`src/design/assert_macros.svh`:
```
// Assertion macros shared by the hasher RTL.
// Each macro expects clk and rst_n to be visible at the point of use.
`ifndef ASSERT_MACROS_SVH
`define ASSERT_MACROS_SVH

// Same-cycle implication, checked outside reset
`define ASSERT_IMPL(name, ante, cons, msg) \
  name: assert property (@(posedge clk) disable iff (!rst_n) (ante) |-> (cons)) \
    else $error(msg);

// Next-cycle implication, checked outside reset
`define ASSERT_NEXT(name, ante, cons, msg) \
  name: assert property (@(posedge clk) disable iff (!rst_n) (ante) |=> (cons)) \
    else $error(msg);

`endif

```
`src/design/shb_pkg.sv`:
```
// Shared types, constants and SHA-256 helper functions for the byte stream hasher.
// No dependencies; used by the interfaces and the top level.
`timescale 1ns / 1ps

package shb_pkg;

  localparam int WORD_W   = 32;
  localparam int BYTE_W   = 8;
  localparam int BLOCK_W  = 512;
  localparam int FILL_W   = 6;
  localparam int LEN_W    = 61;
  localparam int ROUND_W  = 6;
  localparam int WIDX_W   = 3;
  localparam int N_HASH   = 8;

  localparam logic [BYTE_W-1:0] PAD_MARK   = 8'h80;
  localparam logic [FILL_W-1:0] LEN_START  = 6'd56;

  // Sequencer states
  typedef enum logic [2:0] {
    S_IDLE,
    S_PAD,
    S_ROUND,
    S_FOLD,
    S_OUT
  } shb_state_t;

  function automatic logic [WORD_W-1:0] rotr(input logic [WORD_W-1:0] x, input int n);
    rotr = (x >> n) | (x << (WORD_W - n));
  endfunction

  function automatic logic [WORD_W-1:0] big_sig0(input logic [WORD_W-1:0] x);
    big_sig0 = rotr(x, 2) ^ rotr(x, 13) ^ rotr(x, 22);
  endfunction

  function automatic logic [WORD_W-1:0] big_sig1(input logic [WORD_W-1:0] x);
    big_sig1 = rotr(x, 6) ^ rotr(x, 11) ^ rotr(x, 25);
  endfunction

  function automatic logic [WORD_W-1:0] sml_sig0(input logic [WORD_W-1:0] x);
    sml_sig0 = rotr(x, 7) ^ rotr(x, 18) ^ (x >> 3);
  endfunction

  function automatic logic [WORD_W-1:0] sml_sig1(input logic [WORD_W-1:0] x);
    sml_sig1 = rotr(x, 17) ^ rotr(x, 19) ^ (x >> 10);
  endfunction

  // Initial hash values
  function automatic logic [WORD_W-1:0] iv_word(input logic [WIDX_W-1:0] idx);
    case (idx)
      3'd0:    iv_word = 32'h6a09e667;
      3'd1:    iv_word = 32'hbb67ae85;
      3'd2:    iv_word = 32'h3c6ef372;
      3'd3:    iv_word = 32'ha54ff53a;
      3'd4:    iv_word = 32'h510e527f;
      3'd5:    iv_word = 32'h9b05688c;
      3'd6:    iv_word = 32'h1f83d9ab;
      3'd7:    iv_word = 32'h5be0cd19;
      default: iv_word = '0;
    endcase
  endfunction

  // Round constants
  function automatic logic [WORD_W-1:0] round_k(input logic [ROUND_W-1:0] idx);
    case (idx)
      6'd0:  round_k = 32'h428a2f98;  6'd1:  round_k = 32'h71374491;
      6'd2:  round_k = 32'hb5c0fbcf;  6'd3:  round_k = 32'he9b5dba5;
      6'd4:  round_k = 32'h3956c25b;  6'd5:  round_k = 32'h59f111f1;
      6'd6:  round_k = 32'h923f82a4;  6'd7:  round_k = 32'hab1c5ed5;
      6'd8:  round_k = 32'hd807aa98;  6'd9:  round_k = 32'h12835b01;
      6'd10: round_k = 32'h243185be;  6'd11: round_k = 32'h550c7dc3;
      6'd12: round_k = 32'h72be5d74;  6'd13: round_k = 32'h80deb1fe;
      6'd14: round_k = 32'h9bdc06a7;  6'd15: round_k = 32'hc19bf174;
      6'd16: round_k = 32'he49b69c1;  6'd17: round_k = 32'hefbe4786;
      6'd18: round_k = 32'h0fc19dc6;  6'd19: round_k = 32'h240ca1cc;
      6'd20: round_k = 32'h2de92c6f;  6'd21: round_k = 32'h4a7484aa;
      6'd22: round_k = 32'h5cb0a9dc;  6'd23: round_k = 32'h76f988da;
      6'd24: round_k = 32'h983e5152;  6'd25: round_k = 32'ha831c66d;
      6'd26: round_k = 32'hb00327c8;  6'd27: round_k = 32'hbf597fc7;
      6'd28: round_k = 32'hc6e00bf3;  6'd29: round_k = 32'hd5a79147;
      6'd30: round_k = 32'h06ca6351;  6'd31: round_k = 32'h14292967;
      6'd32: round_k = 32'h27b70a85;  6'd33: round_k = 32'h2e1b2138;
      6'd34: round_k = 32'h4d2c6dfc;  6'd35: round_k = 32'h53380d13;
      6'd36: round_k = 32'h650a7354;  6'd37: round_k = 32'h766a0abb;
      6'd38: round_k = 32'h81c2c92e;  6'd39: round_k = 32'h92722c85;
      6'd40: round_k = 32'ha2bfe8a1;  6'd41: round_k = 32'ha81a664b;
      6'd42: round_k = 32'hc24b8b70;  6'd43: round_k = 32'hc76c51a3;
      6'd44: round_k = 32'hd192e819;  6'd45: round_k = 32'hd6990624;
      6'd46: round_k = 32'hf40e3585;  6'd47: round_k = 32'h106aa070;
      6'd48: round_k = 32'h19a4c116;  6'd49: round_k = 32'h1e376c08;
      6'd50: round_k = 32'h2748774c;  6'd51: round_k = 32'h34b0bcb5;
      6'd52: round_k = 32'h391c0cb3;  6'd53: round_k = 32'h4ed8aa4a;
      6'd54: round_k = 32'h5b9cca4f;  6'd55: round_k = 32'h682e6ff3;
      6'd56: round_k = 32'h748f82ee;  6'd57: round_k = 32'h78a5636f;
      6'd58: round_k = 32'h84c87814;  6'd59: round_k = 32'h8cc70208;
      6'd60: round_k = 32'h90befffa;  6'd61: round_k = 32'ha4506ceb;
      6'd62: round_k = 32'hbef9a3f7;  6'd63: round_k = 32'hc67178f2;
      default: round_k = '0;
    endcase
  endfunction

endpackage

```
`src/design/shb_if.sv`:
```
// Valid/ready channel interfaces for the hasher: message bytes in, digest words out.
// Payload widths come from the fixed field widths in shb_pkg.
`timescale 1ns / 1ps

interface shb_in_if;
  import shb_pkg::*;
  logic                valid;
  logic                ready;
  logic [BYTE_W-1:0]   message_byte;
  logic                byte_present;
  logic                message_end;

  modport source (output valid, message_byte, byte_present, message_end, input ready);
  modport sink   (input valid, message_byte, byte_present, message_end, output ready);
endinterface

interface shb_out_if;
  import shb_pkg::*;
  logic                valid;
  logic                ready;
  logic [WORD_W-1:0]   digest_word;
  logic [WIDX_W-1:0]   word_number;
  logic                digest_done;

  modport source (output valid, digest_word, word_number, digest_done, input ready);
  modport sink   (input valid, digest_word, word_number, digest_done, output ready);
endinterface

```
`src/design/sha256_byte_stream_hasher.sv`:
```
// SHA-256 hasher over a byte stream: byte packing, padding, iterative compression.
// Depends on shb_pkg, shb_if.sv and assert_macros.svh.
//
//  channel | dir | payload                                 | request
//  in_ch   | in  | message_byte, byte_present, message_end | one message byte or terminator
//  out_ch  | out | digest_word, word_number, digest_done   | one digest word, 8 per message
//
// Bytes are taken while idle; every 64th byte adds a compression: 64 rounds, one per
// cycle in the single round unit, then a fold step. The final request adds the
// padding bytes (up to 72), one or two compressions, then eight output requests.
// in_ch is held off during all of that.
// Reset (rst_n, synchronous) restores the initial hash and clears fill and length.
// out_ch stalls simply hold the current digest word.
`timescale 1ns / 1ps
`include "assert_macros.svh"

module sha256_byte_stream_hasher (
  input  logic     clk,
  input  logic     rst_n,
  shb_in_if.sink   in_ch,
  shb_out_if.source out_ch
);
  import shb_pkg::*;

  shb_state_t             state_r, state_nxt;
  logic [BLOCK_W-1:0]     blk_r, blk_nxt;       // block buffer, doubles as schedule window
  logic [FILL_W-1:0]      fill_r, fill_nxt;
  logic [LEN_W-1:0]       len_r, len_nxt;
  logic [WORD_W-1:0]      hash_r [N_HASH];
  logic [WORD_W-1:0]      hash_nxt [N_HASH];
  logic [WORD_W-1:0]      v_r [N_HASH];
  logic [WORD_W-1:0]      v_nxt [N_HASH];
  logic [ROUND_W-1:0]     rnd_r, rnd_nxt;
  logic [WIDX_W-1:0]      word_r, word_nxt;
  logic                   pad_r, pad_nxt;             // padding owed after this block
  logic                   pad_first_r, pad_first_nxt; // next pad byte is the 0x80 mark
  logic                   len_ok_r, len_ok_nxt;       // this block may carry the length
  logic                   last_blk_r, last_blk_nxt;   // block in flight is the final one

  logic                   in_acc, out_acc;
  logic [WORD_W-1:0]      w_cur, w_new, t1, t2;
  logic [63:0]            len_bits;
  logic                   len_byte_sel;
  logic [BYTE_W-1:0]      pad_byte;

  assign in_acc  = in_ch.valid && in_ch.ready;
  assign out_acc = out_ch.valid && out_ch.ready;

  // Shared round unit and message schedule
  assign w_cur = blk_r[BLOCK_W-1 -: WORD_W];
  assign w_new = w_cur + sml_sig0(blk_r[BLOCK_W-1-WORD_W -: WORD_W])
               + blk_r[BLOCK_W-1-9*WORD_W -: WORD_W]
               + sml_sig1(blk_r[BLOCK_W-1-14*WORD_W -: WORD_W]);
  assign t1 = v_r[7] + big_sig1(v_r[4]) + ((v_r[4] & v_r[5]) ^ (~v_r[4] & v_r[6]))
            + round_k(rnd_r) + w_cur;
  assign t2 = big_sig0(v_r[0]) + ((v_r[0] & v_r[1]) ^ (v_r[0] & v_r[2]) ^ (v_r[1] & v_r[2]));

  // Padding byte source: mark, zeros, then bit length MSB first
  assign len_bits     = {len_r, 3'b000};
  assign len_byte_sel = !pad_first_r && len_ok_r && (fill_r >= LEN_START);
  assign pad_byte     = pad_first_r  ? PAD_MARK :
                        len_byte_sel ? len_bits[63:56] : '0;

  // Channel outputs
  assign in_ch.ready        = (state_r == S_IDLE);
  assign out_ch.valid       = (state_r == S_OUT);
  assign out_ch.digest_word = hash_r[word_r];
  assign out_ch.word_number = word_r;
  assign out_ch.digest_done = (word_r == WIDX_W'(N_HASH - 1));

  // Sequencer
  always_comb begin
    state_nxt     = state_r;
    blk_nxt       = blk_r;
    fill_nxt      = fill_r;
    len_nxt       = len_r;
    hash_nxt      = hash_r;
    v_nxt         = v_r;
    rnd_nxt       = rnd_r;
    word_nxt      = word_r;
    pad_nxt       = pad_r;
    pad_first_nxt = pad_first_r;
    len_ok_nxt    = len_ok_r;
    last_blk_nxt  = last_blk_r;

    case (state_r)
      S_IDLE: begin
        if (in_acc) begin
          if (in_ch.byte_present) begin
            blk_nxt  = {blk_r[BLOCK_W-BYTE_W-1:0], in_ch.message_byte};
            fill_nxt = fill_r + 1'b1;
            len_nxt  = len_r + 1'b1;
          end
          if (in_ch.message_end) begin
            pad_nxt       = 1'b1;
            pad_first_nxt = 1'b1;
          end
          if (in_ch.byte_present && fill_r == '1) begin
            state_nxt    = S_ROUND;
            last_blk_nxt = 1'b0;
            v_nxt        = hash_r;
            rnd_nxt      = '0;
          end else if (in_ch.message_end) begin
            state_nxt = S_PAD;
          end
        end
      end

      S_PAD: begin
        blk_nxt       = {blk_r[BLOCK_W-BYTE_W-1:0], pad_byte};
        fill_nxt      = fill_r + 1'b1;
        pad_first_nxt = 1'b0;
        if (pad_first_r) begin
          len_ok_nxt = (fill_r < LEN_START);
        end
        if (len_byte_sel) begin
          len_nxt = len_r << BYTE_W;
        end
        if (fill_r == '1) begin
          state_nxt    = S_ROUND;
          last_blk_nxt = len_byte_sel;
          v_nxt        = hash_r;
          rnd_nxt      = '0;
        end
      end

      S_ROUND: begin
        v_nxt[7] = v_r[6];
        v_nxt[6] = v_r[5];
        v_nxt[5] = v_r[4];
        v_nxt[4] = v_r[3] + t1;
        v_nxt[3] = v_r[2];
        v_nxt[2] = v_r[1];
        v_nxt[1] = v_r[0];
        v_nxt[0] = t1 + t2;
        blk_nxt  = {blk_r[BLOCK_W-WORD_W-1:0], w_new};
        rnd_nxt  = rnd_r + 1'b1;
        if (rnd_r == '1) begin
          state_nxt = S_FOLD;
        end
      end

      S_FOLD: begin
        for (int i = 0; i < N_HASH; i++) begin
          hash_nxt[i] = hash_r[i] + v_r[i];
        end
        if (last_blk_r) begin
          state_nxt = S_OUT;
          word_nxt  = '0;
        end else if (pad_r) begin
          // second padding block always carries the length
          state_nxt  = S_PAD;
          len_ok_nxt = 1'b1;
        end else begin
          state_nxt = S_IDLE;
        end
      end

      S_OUT: begin
        if (out_acc) begin
          word_nxt = word_r + 1'b1;
          if (word_r == WIDX_W'(N_HASH - 1)) begin
            state_nxt    = S_IDLE;
            fill_nxt     = '0;
            len_nxt      = '0;
            pad_nxt      = 1'b0;
            last_blk_nxt = 1'b0;
            for (int i = 0; i < N_HASH; i++) begin
              hash_nxt[i] = iv_word(WIDX_W'(i));
            end
          end
        end
      end

      default: begin
        state_nxt = S_IDLE;
      end
    endcase
  end

  // State register
  always_ff @(posedge clk) begin
    if (!rst_n) begin
      state_r     <= S_IDLE;
      fill_r      <= '0;
      len_r       <= '0;
      rnd_r       <= '0;
      word_r      <= '0;
      pad_r       <= 1'b0;
      pad_first_r <= 1'b0;
      len_ok_r    <= 1'b0;
      last_blk_r  <= 1'b0;
      for (int i = 0; i < N_HASH; i++) begin
        hash_r[i] <= iv_word(WIDX_W'(i));
      end
    end else begin
      state_r     <= state_nxt;
      fill_r      <= fill_nxt;
      len_r       <= len_nxt;
      rnd_r       <= rnd_nxt;
      word_r      <= word_nxt;
      pad_r       <= pad_nxt;
      pad_first_r <= pad_first_nxt;
      len_ok_r    <= len_ok_nxt;
      last_blk_r  <= last_blk_nxt;
      hash_r      <= hash_nxt;
    end
  end

  // Datapath registers, no reset
  always_ff @(posedge clk) begin
    blk_r <= blk_nxt;
    v_r   <= v_nxt;
  end

  // Checks
  `ASSERT_IMPL(a_no_overlap, out_ch.valid, !in_ch.ready, "input taken while digest pending")
  `ASSERT_NEXT(a_round_end, state_r == S_ROUND && rnd_r == '1, state_r == S_FOLD, "round slip")
  `ASSERT_NEXT(a_restart, out_acc && out_ch.digest_done, fill_r == '0 && len_r == '0, "no restart")

endmodule
```
`src/flat_wrapper.sv`:
```
// flat-port wrapper written by rule: the top's interface ports become plain ports
module sha256_byte_stream_hasher_flat import shb_pkg::*;
  (clk, rst_n, in_ch_valid, in_ch_message_byte, in_ch_byte_present, in_ch_message_end, in_ch_ready, out_ch_valid, out_ch_digest_word, out_ch_word_number, out_ch_digest_done, out_ch_ready);
  shb_in_if in_ch_i ();
  shb_out_if out_ch_i ();
  input  logic clk;
  input  logic rst_n;
  input wire logic [$bits(in_ch_i.valid)-1:0] in_ch_valid;
  input wire logic [$bits(in_ch_i.message_byte)-1:0] in_ch_message_byte;
  input wire logic [$bits(in_ch_i.byte_present)-1:0] in_ch_byte_present;
  input wire logic [$bits(in_ch_i.message_end)-1:0] in_ch_message_end;
  output wire logic [$bits(in_ch_i.ready)-1:0] in_ch_ready;
  output wire logic [$bits(out_ch_i.valid)-1:0] out_ch_valid;
  output wire logic [$bits(out_ch_i.digest_word)-1:0] out_ch_digest_word;
  output wire logic [$bits(out_ch_i.word_number)-1:0] out_ch_word_number;
  output wire logic [$bits(out_ch_i.digest_done)-1:0] out_ch_digest_done;
  input wire logic [$bits(out_ch_i.ready)-1:0] out_ch_ready;
  assign in_ch_i.valid = in_ch_valid;
  assign in_ch_i.message_byte = in_ch_message_byte;
  assign in_ch_i.byte_present = in_ch_byte_present;
  assign in_ch_i.message_end = in_ch_message_end;
  assign in_ch_ready = in_ch_i.ready;
  assign out_ch_valid = out_ch_i.valid;
  assign out_ch_digest_word = out_ch_i.digest_word;
  assign out_ch_word_number = out_ch_i.word_number;
  assign out_ch_digest_done = out_ch_i.digest_done;
  assign out_ch_i.ready = out_ch_ready;
  sha256_byte_stream_hasher u_core (.clk(clk), .rst_n(rst_n), .in_ch(in_ch_i), .out_ch(out_ch_i));
endmodule
```
`config.mk`:
```
export PLATFORM = sky130hd
export DESIGN_NAME = sha256_byte_stream_hasher_flat
export DESIGN_NICKNAME = d
export VERILOG_FILES = /design/src/design/shb_pkg.sv /design/src/design/shb_if.sv /design/src/design/sha256_byte_stream_hasher.sv /design/src/flat_wrapper.sv
export VERILOG_INCLUDE_DIRS = /design/src /design/src/design
export SDC_FILE = /design/constraint.sdc
export NUM_CORES = 2
export LEC_CHECK = 0
export ABC_CLOCK_PERIOD_IN_PS = 45700
export BUFFER_PORTS_ARGS = -buffer_cell sky130_fd_sc_hd__buf_4
export CELL_PAD_IN_SITES_DETAIL_PLACEMENT = 0
export CELL_PAD_IN_SITES_GLOBAL_PLACEMENT = 1
export CORE_AREA = 3 3 471 357
export CTS_BUF_LIST = sky130_fd_sc_hd__clkbuf_8
export CTS_CLUSTER_DIAMETER = 80
export DETAILED_ROUTE_END_ITERATION = 7
export DIE_AREA = 0 0 474 360
export MAX_ROUTING_LAYER = met4
export PLACE_DENSITY_LB_ADDON = 0.1
export SKIP_CTS_REPAIR_TIMING = 1
export SLEW_MARGIN = 20
export SYNTH_ARGS = -nofsm -noshare
export SYNTH_HDL_FRONTEND = slang
export SYNTH_SLANG_ARGS = --single-unit
```
`constraint.sdc`:
```
create_clock -name clk -period 45.7 [get_ports clk]
set_clock_uncertainty 0.2 [all_clocks]
set_input_delay 9.14 -clock clk [delete_from_list [all_inputs] [get_ports clk]]
set_output_delay 9.14 -clock clk [all_outputs]
set_load 0.01 [all_outputs]
```
==> flow_summary.ini <==
[floorplanning]
io_pins = 52
die_x_um = 474
core_area_um2 = 164000
rows = 129
die_area_um2 = 171000
die_h_um = 360
start_util_pct = 45.8

[detailed_routing]
drt_iter0_markers = 7242
wl_per_cell_um = 24.0
drt_pass1_iterations = 6
drt-total-wl_mm = 257
viasPerCell = 5.79
vias = 62100
drc = 0
ant_nets = 0

[cts]
cts_tree = yes
cts_htree_levels = 4
clk_path_buf_depth = 3
clock_latency_ns = 0.95
cts.sinks = 1139
cts_buffers = 199
clk_root_buffer_cell = clkbuf_8
clkSlewWorstSetupHoldPaths_ns = 0.06

[power_and_ir_drop]
p_total_uw = 5790
leakagePower_uw = 0.0340
power_density_nw_per_um2 = 71.1
peakVddDrop_v = 0.000110

[global_routing]
grt_max_degree = 204
grt_pass1_wl_mm = 381
track_usage_pct = 30.3
antenna_found_initial = 6
grt_overflow = 0
grt_pass1_vias = 57700

[sta]
fmax_ghz = 0.0764
max_slew.worst_pin.slew_ns = 1.26
maxSlewHeadroom_pct = 15.7
final_max_slew_viol_count = 0
finalCritPeriodShare_pct = 28.7
min_period_ns = 13.10
rsz0062_at_grt = no
setup_viol = 0
setup_tns_ns = 0
hold_viol = 0

[layout]
drive_above_1_share_pct = 6.66
multi_input_area_um2 = 41600
fin_area_um2 = 81400
fin_cells = 10700
fin_util_pct = 49.7
num-nets-final = 8983
final-seq-area_um2 = 30500
area_delta_synth_final_pct = 8.35
nFillCells = 15800

[synthesis]
yosysWarnings = 0
syn_inst = 8528
ys_types = 91
syn-num-nets = 9131
synth_area_um2 = 75100
synth-seq-area-share_pct = 40.6
synth_edf_count = 768
synth_async_sr_flop_share_pct = 0
synth-seq-cells = 1139
avgSynthCellArea_um2 = 8.81
synth_flop_cell = edfxtp_1

[critical_path]
worst_ep_arrival_time_ns = 3.76
start_kind = flop
critPathMaxFanout = 39
critPathCaptureType = output port
cp.required_ns = 36.36
critPathKind = reg -> out

[min_path]
hold_class = reg -> reg

[place]
place.gp.congestion = 0.948
port_buffers = 51
placed_area_um2 = 77300
place_inst = 10300
hpwl_mm = 180

[outcome]
status = complete, no violations

[job]
maxCapViolCount = 0
## cell usage after synthesis, types with 22 or more instances
cell type | instances | area share [%]
mux2_2 | 33 | 0.49
dfxtp_1 | 371 | 9.9
nor3_1 | 104 | 0.69
nand3_1 | 102 | 0.68
xnor2_1 | 398 | 4.6
a211oi_1 | 40 | 0.40
nand2b_1 | 54 | 0.45
nand4_1 | 35 | 0.29
clkbuf_1 | 457 | 2.3
ha_1 | 394 | 6.6
o21a_1 | 53 | 0.53
and3_1 | 37 | 0.31
o31ai_1 | 36 | 0.36
mux4_2 | 65 | 1.9
buf_1 | 35 | 0.17
nor2b_1 | 54 | 0.45
o22ai_1 | 89 | 0.74
a21oi_1 | 489 | 3.3
and2_1 | 26 | 0.22
maj3_1 | 22 | 0.29
o21bai_1 | 58 | 0.58
or3_1 | 25 | 0.21
xor2_1 | 192 | 2.2
o211ai_1 | 36 | 0.36
inv_1 | 361 | 1.8
fa_1 | 195 | 5.2
mux2i_1 | 37 | 0.49
o21ai_0 | 444 | 3.0
a22oi_1 | 65 | 0.65
a31oi_1 | 41 | 0.34
a221oi_1 | 25 | 0.29
nor2_1 | 474 | 2.4
nand2_1 | 2467 | 12
a21o_1 | 188 | 1.9
edfxtp_1 | 768 | 31
## per-stage QoR
stage	hold WS (ns)	setup WS (ns)
3_3_place_gp	0.250	32.01
4_1_cts	0.269	32.44
6_report	0.266	32.60
2_1_floorplan	0.232	10.39
3_5_place_dp	0.256	32.07
5_1_grt	0.318	32.31
## logic make-up after synthesis
kind of cell / count (synthesis) / synth area share [%]
simple gates: 3439 / 18.6
compound gates: 1757 / 14.7
flops: 1139 / 40.6
buf+inv: 857 / 4.28
fa+ha+maj: 611 / 12.0
xor+xnor: 590 / 6.88
mux: 135 / 2.94
## state kept, by name, indices dropped and copies added, names as in the netlist, named ones only
name and cells:
u_core.rnd_r 6, u_core.len_ok_r 1, u_core.fill_r 6, u_core.len_r 61, u_core.last_blk_r 1, u_core.out_ch.word_number 3, u_core.blk_r 512, u_core.hash_r 256
u_core.state_r 3, u_core.v_r 256, u_core.pad_r 1, u_core.pad_first_r 1
## worst paths after layout
| kind | cells after the start | slack (ns) | end | start |
|---|---|---|---|---|
| setup reg to reg | 31 | 35.85 | u_core.v_r[254] | u_core.v_r[121] |
| setup / recovery | 4 | 32.60 | out_ch_digest_word[7] | u_core.out_ch.word_number[0] |
| hold reg to reg | 2 | 0.27 | u_core.pad_r | u_core.pad_r |
| hold / removal | 2 | 0.27 | u_core.pad_r | u_core.pad_r |
## worst max-delay path: stages (launching register included)
cell	delay (ns)
dfxtp_4	1.00
buf_4	0.67
mux4_2	0.65
mux2_2	0.31
buf_4	0.15
## where the power goes
group / internal (uW) / switching [uW]
clock network: 512 / 481
registers: 1290 / 140
logic: 1300 / 2070
## cell usage in the layout (no fill, tap or decap), drive strengths merged, types with 104 or more instances in the layout
cell type / n
edfxtp: 768
a21oi: 491
o21ai: 453
xor2: 192
xnor2: 398
ha: 394
inv: 458
clkbuf: 217
buf: 144
nor2: 475
nand2: 2467
a21o: 189
nor3: 104
dfxtp: 371
fa: 195
## cell type report
cell class              instances  area share [%]
inverters                     364            1.69
clock buffers                 217            3.67
diodes                          9          0.0277
repair buffers                144            1.45
well taps                    2161            3.32
multi-input cells            6532            51.0
flip-flops and latches       1139            37.5
clock inverters               149            1.34
## metal layers
layer  vias up  share of wire, %  track usage (%)
li1      29100                 -                -
met1     30300                51             48.2
met2      2388                39             39.0
met3       289               8.5             6.14
met4         0               1.8             5.92
met5         -                 0                -
Note: power is estimated with default switching activity, not from simulation.
